--- config.mk ---
export PLATFORM = sky130hd
export DESIGN_NAME = nibble_radix64_obfuscation_codec
export DESIGN_NICKNAME = d
export VERILOG_FILES = /design/src/rtl/core/nrobf_pkg.sv /design/src/rtl/core/nrobf_step.sv /design/src/rtl/core/nibble_radix64_obfuscation_codec.sv
export SDC_FILE = /design/constraint.sdc
export NUM_CORES = 1
export LEC_CHECK = 0
export BUFFER_PORTS_ARGS = -buffer_cell sky130_fd_sc_hd__buf_4
export CAP_MARGIN = 20
export CORE_MARGIN = 4
export CORE_UTILIZATION = 64
export CTS_BUF_LIST = sky130_fd_sc_hd__clkbuf_4 sky130_fd_sc_hd__clkbuf_8
export CTS_CLUSTER_DIAMETER = 200
export CTS_CLUSTER_SIZE = 14
export DETAILED_ROUTE_END_ITERATION = 10
export PLACE_DENSITY = 0.82
export REMOVE_ABC_BUFFERS = 1
export SYNTH_ARGS = -nofsm -noshare
export SYNTH_HDL_FRONTEND = slang
export SYNTH_SLANG_ARGS = --single-unit
--- constraint.sdc ---
create_clock -name clk -period 11.8 [get_ports clk]
set_clock_uncertainty 0.1 [all_clocks]
set_input_delay 2.36 -clock clk [delete_from_list [all_inputs] [get_ports clk]]
set_output_delay 2.36 -clock clk [all_outputs]
set_load 0.01 [all_outputs]
--- src/rtl/core/nrobf_pkg.sv ---
// ----------------------------------------------------------------------------
// nrobf_pkg: shared types, constants and character functions
// Radix-64 alphabet, marker code and the result list passed between the
// string step logic and the top level.
// ----------------------------------------------------------------------------
package nrobf_pkg;

	localparam int          MAX_RES  = 7;
	localparam int          CNT_W    = 3;
	localparam logic [7:0]  MARKER   = 8'h7f;
	localparam logic [5:0]  OFF_STEP = 6'd11;
	localparam logic [5:0]  LO_BIAS  = 6'd5;
	localparam logic [1:0]  PAIR_MAX = 2'd3;
	localparam logic [1:0]  SEED_PAIRS = 2'd2;

	localparam logic        MODE_ENC = 1'b0;
	localparam logic        MODE_DEC = 1'b1;

	localparam logic        REG_SEED_LOW  = 1'b0;
	localparam logic        REG_SEED_HIGH = 1'b1;

	typedef struct packed {
		logic [7:0] out_byte;
		logic       has_data;
		logic       eos;
		logic       bad;
	} res_t;

	typedef struct packed {
		logic [CNT_W-1:0]       count;
		res_t [MAX_RES-1:0]     ent;
	} step_res_t;

	// index 0..63 to "A-Z a-z 0-9 + /"
	function automatic logic [7:0] radix_char(input logic [5:0] idx);
		logic [7:0] c;
		if (idx < 6'd26) begin
			c = 8'h41 + {2'b00, idx};
		end else if (idx < 6'd52) begin
			c = 8'h61 + {2'b00, idx} - 8'd26;
		end else if (idx < 6'd62) begin
			c = 8'h30 + {2'b00, idx} - 8'd52;
		end else if (idx == 6'd62) begin
			c = 8'h2b;
		end else begin
			c = 8'h2f;
		end
		return c;
	endfunction

	// character to {ok, index}; index is zero when not in the alphabet
	function automatic logic [6:0] radix_pos(input logic [7:0] c);
		logic       ok;
		logic [5:0] idx;
		ok  = 1'b1;
		idx = 6'd0;
		if (c >= 8'h41 && c <= 8'h5a) begin
			idx = 6'(c - 8'h41);
		end else if (c >= 8'h61 && c <= 8'h7a) begin
			idx = 6'(c - 8'h61 + 8'd26);
		end else if (c >= 8'h30 && c <= 8'h39) begin
			idx = 6'(c - 8'h30 + 8'd52);
		end else if (c == 8'h2b) begin
			idx = 6'd62;
		end else if (c == 8'h2f) begin
			idx = 6'd63;
		end else begin
			ok = 1'b0;
		end
		return {ok, idx};
	endfunction

	function automatic logic [7:0] enc_char(input logic [3:0] nib, input logic [5:0] off,
			input logic [5:0] bias);
		return radix_char(6'({2'b00, nib}) + off + bias);
	endfunction

endpackage

--- src/rtl/core/nrobf_step.sv ---
// ----------------------------------------------------------------------------
// nrobf_step: per-string state and single-pass expansion of one request
// Holds the string state and seed store, and builds the full result list of
// one request combinationally; state advances when the request is taken.
// ----------------------------------------------------------------------------
module nrobf_step import nrobf_pkg::*; (
	input  logic       clk,
	input  logic       arst_n,
	input  logic       take,
	input  logic       mode,
	input  logic [7:0] data,
	input  logic       last,
	input  logic [7:0] seed_low,
	input  logic [7:0] seed_high,
	output step_res_t  res
);

	logic       start_q, plain_q, phase_q, par_q, err_q;
	logic [5:0] off_q;
	logic [3:0] held_q;
	logic [1:0] pc_q;
	logic [7:0] seed_q [2];

	logic       start_n, plain_n, phase_n, par_n, err_n;
	logic [5:0] off_n, o_pay, p;
	logic [3:0] held_n, lo;
	logic [1:0] pc_n;
	logic [7:0] b, sel_seed, dbyte;
	logic [6:0] pos;
	logic       seed_we0, seed_we1, bad;
	logic [7:0] seed_d0, seed_d1;
	logic [CNT_W-1:0] n;

	assign pos = radix_pos(data);

	always_comb begin
		start_n  = start_q;
		plain_n  = plain_q;
		phase_n  = phase_q;
		par_n    = par_q;
		err_n    = err_q;
		off_n    = off_q;
		held_n   = held_q;
		pc_n     = pc_q;
		seed_we0 = 1'b0;
		seed_we1 = 1'b0;
		seed_d0  = seed_low;
		seed_d1  = seed_high;
		res      = '0;
		n        = '0;
		bad      = 1'b0;
		o_pay    = off_q;
		sel_seed = seed_q[par_q];
		b        = '0;
		p        = '0;
		lo       = '0;
		dbyte    = '0;
		if (mode == MODE_ENC) begin
			if (start_q) begin
				// latch the seed and lead with marker plus both seed bytes
				seed_we0 = 1'b1;
				seed_we1 = 1'b1;
				sel_seed = par_q ? seed_high : seed_low;
				o_pay    = off_q + OFF_STEP + OFF_STEP;
				res.ent[0] = '{out_byte: MARKER, has_data: 1'b1, eos: 1'b0, bad: 1'b0};
				res.ent[1] = '{enc_char(seed_low[7:4], off_q, 6'd0), 1'b1, 1'b0, 1'b0};
				res.ent[2] = '{enc_char(seed_low[3:0], off_q, LO_BIAS), 1'b1, 1'b0, 1'b0};
				res.ent[3] = '{enc_char(seed_high[7:4], off_q + OFF_STEP, 6'd0),
					1'b1, 1'b0, 1'b0};
				res.ent[4] = '{enc_char(seed_high[3:0], off_q + OFF_STEP, LO_BIAS),
					1'b1, 1'b0, 1'b0};
				start_n = 1'b0;
				plain_n = 1'b0;
			end
			b = data ^ sel_seed;
			if (start_q) begin
				res.ent[5] = '{enc_char(b[7:4], o_pay, 6'd0), 1'b1, 1'b0, 1'b0};
				res.ent[6] = '{enc_char(b[3:0], o_pay, LO_BIAS), 1'b1, 1'b0, 1'b0};
				n = CNT_W'(MAX_RES);
			end else begin
				res.ent[0] = '{enc_char(b[7:4], o_pay, 6'd0), 1'b1, 1'b0, 1'b0};
				res.ent[1] = '{enc_char(b[3:0], o_pay, LO_BIAS), 1'b1, 1'b0, 1'b0};
				n = CNT_W'(2);
			end
			off_n = o_pay + OFF_STEP;
			par_n = !par_q;
		end else if (start_q) begin
			start_n = 1'b0;
			if (data == MARKER) begin
				plain_n = 1'b0;
			end else begin
				plain_n    = 1'b1;
				res.ent[0] = '{data, 1'b1, 1'b0, 1'b0};
				n          = CNT_W'(1);
			end
		end else if (plain_q) begin
			res.ent[0] = '{data, 1'b1, 1'b0, 1'b0};
			n          = CNT_W'(1);
		end else begin
			if (!pos[6]) begin
				err_n = 1'b1;
			end
			p = pos[5:0];
			if (!phase_q) begin
				held_n  = 4'(p - off_q);
				phase_n = 1'b1;
			end else begin
				lo      = 4'(p - off_q - LO_BIAS);
				dbyte   = {held_q, lo};
				off_n   = off_q + OFF_STEP;
				phase_n = 1'b0;
				if (pc_q < SEED_PAIRS) begin
					seed_we0 = (pc_q[0] == 1'b0);
					seed_we1 = (pc_q[0] == 1'b1);
					seed_d0  = dbyte;
					seed_d1  = dbyte;
				end else begin
					res.ent[0] = '{dbyte ^ seed_q[par_q], 1'b1, 1'b0, 1'b0};
					n          = CNT_W'(1);
					par_n      = !par_q;
				end
				if (pc_q != PAIR_MAX) begin
					pc_n = pc_q + 2'd1;
				end
			end
		end
		if (last) begin
			bad = (mode == MODE_DEC) &&
				(err_n || (!plain_n && (pc_n < SEED_PAIRS || phase_n)));
			// status-only result when nothing else came out
			if (n == '0) begin
				n = CNT_W'(1);
			end
			for (int i = 0; i < MAX_RES; i++) begin
				if (CNT_W'(i) == n - CNT_W'(1)) begin
					res.ent[i].eos = 1'b1;
					res.ent[i].bad = bad;
				end
			end
			start_n = 1'b1;
			plain_n = 1'b0;
			phase_n = 1'b0;
			par_n   = 1'b0;
			err_n   = 1'b0;
			off_n   = '0;
			held_n  = '0;
			pc_n    = '0;
		end
		res.count = n;
	end

	always_ff @(posedge clk or negedge arst_n) begin
		if (!arst_n) begin
			start_q <= 1'b1;
			plain_q <= 1'b0;
			phase_q <= 1'b0;
			par_q   <= 1'b0;
			err_q   <= 1'b0;
			off_q   <= '0;
			held_q  <= '0;
			pc_q    <= '0;
		end else if (take) begin
			start_q <= start_n;
			plain_q <= plain_n;
			phase_q <= phase_n;
			par_q   <= par_n;
			err_q   <= err_n;
			off_q   <= off_n;
			held_q  <= held_n;
			pc_q    <= pc_n;
		end
	end

	// seed store: no reset, valid once written
	always_ff @(posedge clk) begin
		if (take && seed_we0) begin
			seed_q[0] <= seed_d0;
		end
		if (take && seed_we1) begin
			seed_q[1] <= seed_d1;
		end
	end

endmodule

--- src/rtl/core/nibble_radix64_obfuscation_codec.sv ---
// ----------------------------------------------------------------------------
// nibble_radix64_obfuscation_codec: streaming password obfuscation codec
// Encodes plaintext into marked radix-64 text and decodes it back.
// ----------------------------------------------------------------------------
// Usage:
//   Input channel (in_valid / in_stall) carries one string element per
//   request: mode (0 encode, 1 decode), data and last. Output channel
//   (out_valid / out_stall) carries out_byte, has_data, end_of_string and
//   bad_input; on bad_input the consumer drops the whole string.
//   Configuration (cfg_valid / cfg_ready, cfg_index, cfg_data) sets the two
//   seed bytes; cfg_ready is always high. Write only while the block is idle.
//   The first result of a request appears in the cycle after it is
//   taken. The results of one request leave one per cycle from a result
//   register while out_stall is low. A request gives 2 results per encoded
//   byte, 7 for the first byte of an encoded string, 1 per decoded
//   character (0 for marker, seed and first-nibble characters; a closing
//   request always has at least one). A new request is taken in the cycle
//   the last result of the previous one leaves, so the rate is set by the
//   output port alone.
//   Reset clears the string state and the seed registers and empties the
//   result register. A stalled receiver holds the current result; the input
//   side is then stalled until the held list drains.
// ----------------------------------------------------------------------------
module nibble_radix64_obfuscation_codec import nrobf_pkg::*; (
	input  logic       clk,
	input  logic       arst_n,
	input  logic       in_valid,
	output logic       in_stall,
	input  logic       mode,
	input  logic [7:0] data,
	input  logic       last,
	output logic       out_valid,
	input  logic       out_stall,
	output logic [7:0] out_byte,
	output logic       has_data,
	output logic       end_of_string,
	output logic       bad_input,
	input  logic       cfg_valid,
	output logic       cfg_ready,
	input  logic       cfg_index,
	input  logic [7:0] cfg_data
);

	logic [7:0]       seed_low_q, seed_high_q;
	step_res_t        step_res;
	step_res_t        list_s1;
	logic             busy_q;
	logic [CNT_W-1:0] rd_q;
	logic             take, out_take, drain_done;
	res_t             cur;

	// configuration: always ready, one register per index
	assign cfg_ready = 1'b1;

	always_ff @(posedge clk or negedge arst_n) begin
		if (!arst_n) begin
			seed_low_q  <= '0;
			seed_high_q <= '0;
		end else if (cfg_valid && cfg_ready) begin
			case (cfg_index)
				REG_SEED_LOW:  seed_low_q  <= cfg_data;
				REG_SEED_HIGH: seed_high_q <= cfg_data;
				default:       seed_low_q  <= seed_low_q;
			endcase
		end
	end

	// expand one request into its full result list
	nrobf_step u_step (
		.clk       (clk),
		.arst_n    (arst_n),
		.take      (take),
		.mode      (mode),
		.data      (data),
		.last      (last),
		.seed_low  (seed_low_q),
		.seed_high (seed_high_q),
		.res       (step_res)
	);

	// the held list drains one entry per cycle while out_stall is low; take the next
	// request as the final entry leaves, so a waiting request is taken without a gap
	assign out_take   = busy_q && !out_stall;
	assign drain_done = out_take && (rd_q == list_s1.count - CNT_W'(1));
	assign in_stall   = busy_q && !drain_done;
	assign take       = in_valid && !in_stall;

	always_ff @(posedge clk or negedge arst_n) begin
		if (!arst_n) begin
			busy_q <= 1'b0;
			rd_q   <= '0;
		end else if (take) begin
			// a request with no results leaves the list empty
			busy_q <= (step_res.count != '0);
			rd_q   <= '0;
		end else if (drain_done) begin
			busy_q <= 1'b0;
			rd_q   <= '0;
		end else if (out_take) begin
			rd_q <= rd_q + CNT_W'(1);
		end
	end

	// result list payload: no reset
	always_ff @(posedge clk) begin
		if (take) begin
			list_s1 <= step_res;
		end
	end

	assign cur           = list_s1.ent[rd_q];
	assign out_valid     = busy_q;
	assign out_byte      = cur.out_byte;
	assign has_data      = cur.has_data;
	assign end_of_string = cur.eos;
	assign bad_input     = cur.bad;

	// the read pointer stays inside the held list
	assert property (@(posedge clk) disable iff (!arst_n)
		busy_q |-> (rd_q < list_s1.count))
		else $error("read pointer beyond held result list");

	// a request with results shows its first result next cycle
	assert property (@(posedge clk) disable iff (!arst_n)
		(take && step_res.count != '0) |=> (out_valid && rd_q == '0))
		else $error("taken request did not present a result");

	// an error flag only rides on the closing result of a string
	assert property (@(posedge clk) disable iff (!arst_n)
		(out_valid && bad_input) |-> end_of_string)
		else $error("bad_input without end_of_string");

	// with nothing held the input side is never stalled
	assert property (@(posedge clk) disable iff (!arst_n)
		!busy_q |-> !in_stall)
		else $error("input stalled while result list empty");

endmodule

==> impl_results.md <==
* CP required at approximately 12 ns
* Core box area at about 0.017 mm²
* DRT iter0 DRCs at between 900 and 1000
* Least-Margin Pin Slew at 1.020 ns
* Num CTS Buffers at 17
* Number of diodes at 0
* Crit path max fanout at 28
* Antenna Nets Post-Route at 0
* Drc violations at 0
* R2R depth at 20
* RSZ-0062 raised after global routing: no
* CP Launch Point: u_step.start_q$_DFFE_PN1P_
* Setup TNS at 0 ns
* I/O Pins at 38
* Die Wd at around 140 µm
* Crit-path slowest cell: dfstp_2
* WHS at between 0.4 and 0.5 ns
* Syn Inst Count at approximately 1200
* Die Area at about 0.020 mm²
* Worst Hold Depth at 2
* Post-synth top area share at between 20% and 30%
* Largest net degree at the start of global routing at between 80 and 90
* Final setup vio count at 0
* Routed vias at roughly 9400
* GR Overflow Total at 0
* Post-CTS Setup Bufs at 0
* TritonCTS clock tree: yes
* Final Hold Viols at 0
* Hold Path Class: register to register
* Min Tclk post-route at between 6 and 7 ns
* Hold Buf Count CTS at 0
* Worst-skew pair later-pin latency at approximately 0.46 ns
* Synthesis-to-layout area growth at 6.673%
* Routability cong. at ~0.95
* Worst Path Arrival at just over 7 ns
* Reg clk slew, reported paths at around 0.080 ns
* Initial Util at 66.23%
* Worst setup SP type: register
* Fmax at around 150 MHz
* Routed WL at roughly 30 mm
* Status: completed
* Clock sink total at 129
* FF+latch area at 0.003690 mm²
* Most used DFF post-synth: edfxtp_1
* Layout cells sized above 1 at slightly above 10%
* Nature of the critical path endpoint: register
* GRT Resource Usage Total at between 30% and 40%
* Hold Crit Start: u_step.err_q$_DFFE_PN0P_
* Clock Tree Buf Depth at 2
* Hold Path End: u_step.err_q$_DFFE_PN0P_
* Distinct cells, synth at 88
* Post-synth EDFFs at 92
* Critical path type: register to register
* Worst path cell trace: clkinv_1, a21oi_1, inv_1, ha_1, ha_1, inv_1, fa_1, nand2b_1, a21oi_1, xnor2_1, inv_2, ha_1, and2_1, nor3_1, o211a_1, a2111oi_2, nand2_1, or4_1, o31ai_1, o311a_1
* Slew Viols, Final at 0
* Vias per inst at 6.362
* Flop2flop setup slack at about 5.0 ns
* Slew headroom at between 30% and 40%
* Maxcap violations at 0
* Yosys top cell by area: edfxtp_1
* Antenna violations before repair at 0
* Synthesized area at roughly 0.011 mm²
* Post-CTS resize count at 0
* Root Driver: clkbuf_8
* Crit-path most repeated cell: ha_1
* Vias in the first global route at about 8900
* Rows at 47
* First-pass GRT wire length at ~47 mm
* Footprint of the multi-input gates at around 0.0068 mm²
* Seq/Total Area, Yosys at approximately a third
* Asr flop ratio synth at 28.68%
* Filler Cell Count at around 1300
* CTS HTree Levels at 4
* Critical path's largest stage delay at slightly above 0.9 ns
* Largest cells by area after synthesis: edfxtp_1 (25%), ha_1 (12%), dfrtp_1 (8.1%), a21oi_1 (5.8%), xnor2_1 (4.2%)
* Seq cells post-synth at 129
* DR WL/cell at between 15 and 20 µm
* Die Span Y at 139.7 µm
* Final net count at between 1000 and 1500
* Detail Placement HPWL at approximately 22 mm
* Syn avg cell area at between 9 and 10 µm²
* Ys Warns at 0
* DRT Pass-1 Iters at 5
* Port Buffers at 36
* Final Core Density at ~71%
* Final cycle utilization of the critical path at 57.72%
* R2r startpoint: u_step.start_q$_DFFE_PN1P_
* Reg-to-Reg End: list_s1[18]$_SDFFCE_PP0P_
routing by layer:
| metal | vias to the layer above | part of all wire [%] | GRT usage, % |
|---|---|---|---|
| met5 | - | 0 | 0 |
| met4 | 0 | 3.2 | 10.50 |
| met3 | 68 | 8.6 | 6.690 |
| met2 | 460 | 46 | 47.58 |
| met1 | 4426 | 42 | 41.71 |
| li1 | 4437 | - | - |
cells in the final DEF (no fill, tap or decap), types with 4 or more instances in the layout:
cell / instances
conb_1: 11
o21ai_0: 58
nor2_1: 108
inv_6: 4
buf_4: 40
o31ai_1: 6
nor3_1: 31
a221oi_1: 16
nand2b_1: 18
inv_1: 89
a31oi_1: 16
o22ai_1: 6
a211oi_1: 20
xnor2_1: 53
nand2_1: 108
mux4_2: 10
edfxtp_1: 92
nor2b_1: 24
mux2i_1: 24
nor4_1: 6
a21o_1: 24
and3_1: 13
o311a_1: 5
and2_1: 9
dfrtp_1: 36
o21a_1: 5
fa_1: 7
mux2_2: 16
clkbuf_8: 17
xor2_1: 27
nand3_1: 24
a21oi_1: 129
ha_1: 108
flip-flops by register name, indices dropped and copies added (netlist names), 2 cells and up:
name	cells
rd_q	3
u_step.pc_q	2
u_step.off_q	6
seed_high_q	8
u_step.seed_q	16
list_s1	76
seed_low_q	8
u_step.held_q	4
cell usage after synthesis (all sizes together) (16+ instances only):
| cell type | instances |
|---|---|
| inv | 91 |
| o21ai | 60 |
| xnor2 | 54 |
| nor2b | 25 |
| edfxtp | 92 |
| nor3 | 31 |
| clkbuf | 46 |
| nand3 | 24 |
| mux2 | 16 |
| ha | 108 |
| a221oi | 17 |
| nand2 | 111 |
| dfrtp | 36 |
| a31oi | 17 |
| nand2b | 18 |
| nor2 | 109 |
| xor2 | 27 |
| a21o | 25 |
| mux2i | 24 |
| a21oi | 131 |
| a211oi | 20 |
per-stage QoR:
stage	worst slack [ns]	cell area, µm²	instances
floorplan	5.621	10870	1184
global placement	5.118	11450	1444
global route	4.559	11840	1476
CTS	5.169	11840	1476
detailed placement	4.999	11450	1444
finish	4.989	11840	1476
layout make-up:
cell class	instances	area share (%)
timing repair buffer	40	2.536
tap	220	2.325
clock inverter	14	1.289
sequential	129	31.16
clock buffer	18	2.040
multi-input combinational	961	57.67
inverter	94	2.980
cell families after synthesis:
kind of cell	count (synthesis)	share of synthesized area, %
flops	129	33.24
compound gates	336	19.77
other cells	2	0.06766
buf+inv	152	5.546
simple gates	368	15.66
mux	50	5.817
xor+xnor	81	6.459
fa+ha+maj	115	13.44
worst max-delay path by stage:
stage | slack [ns] | endpoint | cells past startpoint
finish | 4.99 | list_s1[18]$_SDFFCE_PP0P_ | 20
global route | 4.56 | list_s1[18]$_SDFFCE_PP0P_ | 20
detailed placement | 5.00 | list_s1[18]$_SDFFCE_PP0P_ | 20
global placement | 5.12 | list_s1[18]$_SDFFCE_PP0P_ | 20
floorplan | 5.62 | list_s1[18]$_SDFFCE_PP0P_ | 19
CTS | 5.17 | list_s1[18]$_SDFFCE_PP0P_ | 20
worst max-delay path: cells and delay by family (launching register included):
kind	cells	cell delay, ns
buffers and inverters	4	1.27
AO/OA/AOI/OAI	6	1.81
adder cells (fa/ha/maj)	4	1.03
flip-flops	1	0.92
XOR/XNOR	1	0.18
AND/OR/NAND/NOR	5	1.35
Power is left out: the tool's default activity adds up to more than one toggle a clock period on the data nets, which glitch-free logic cannot reach.
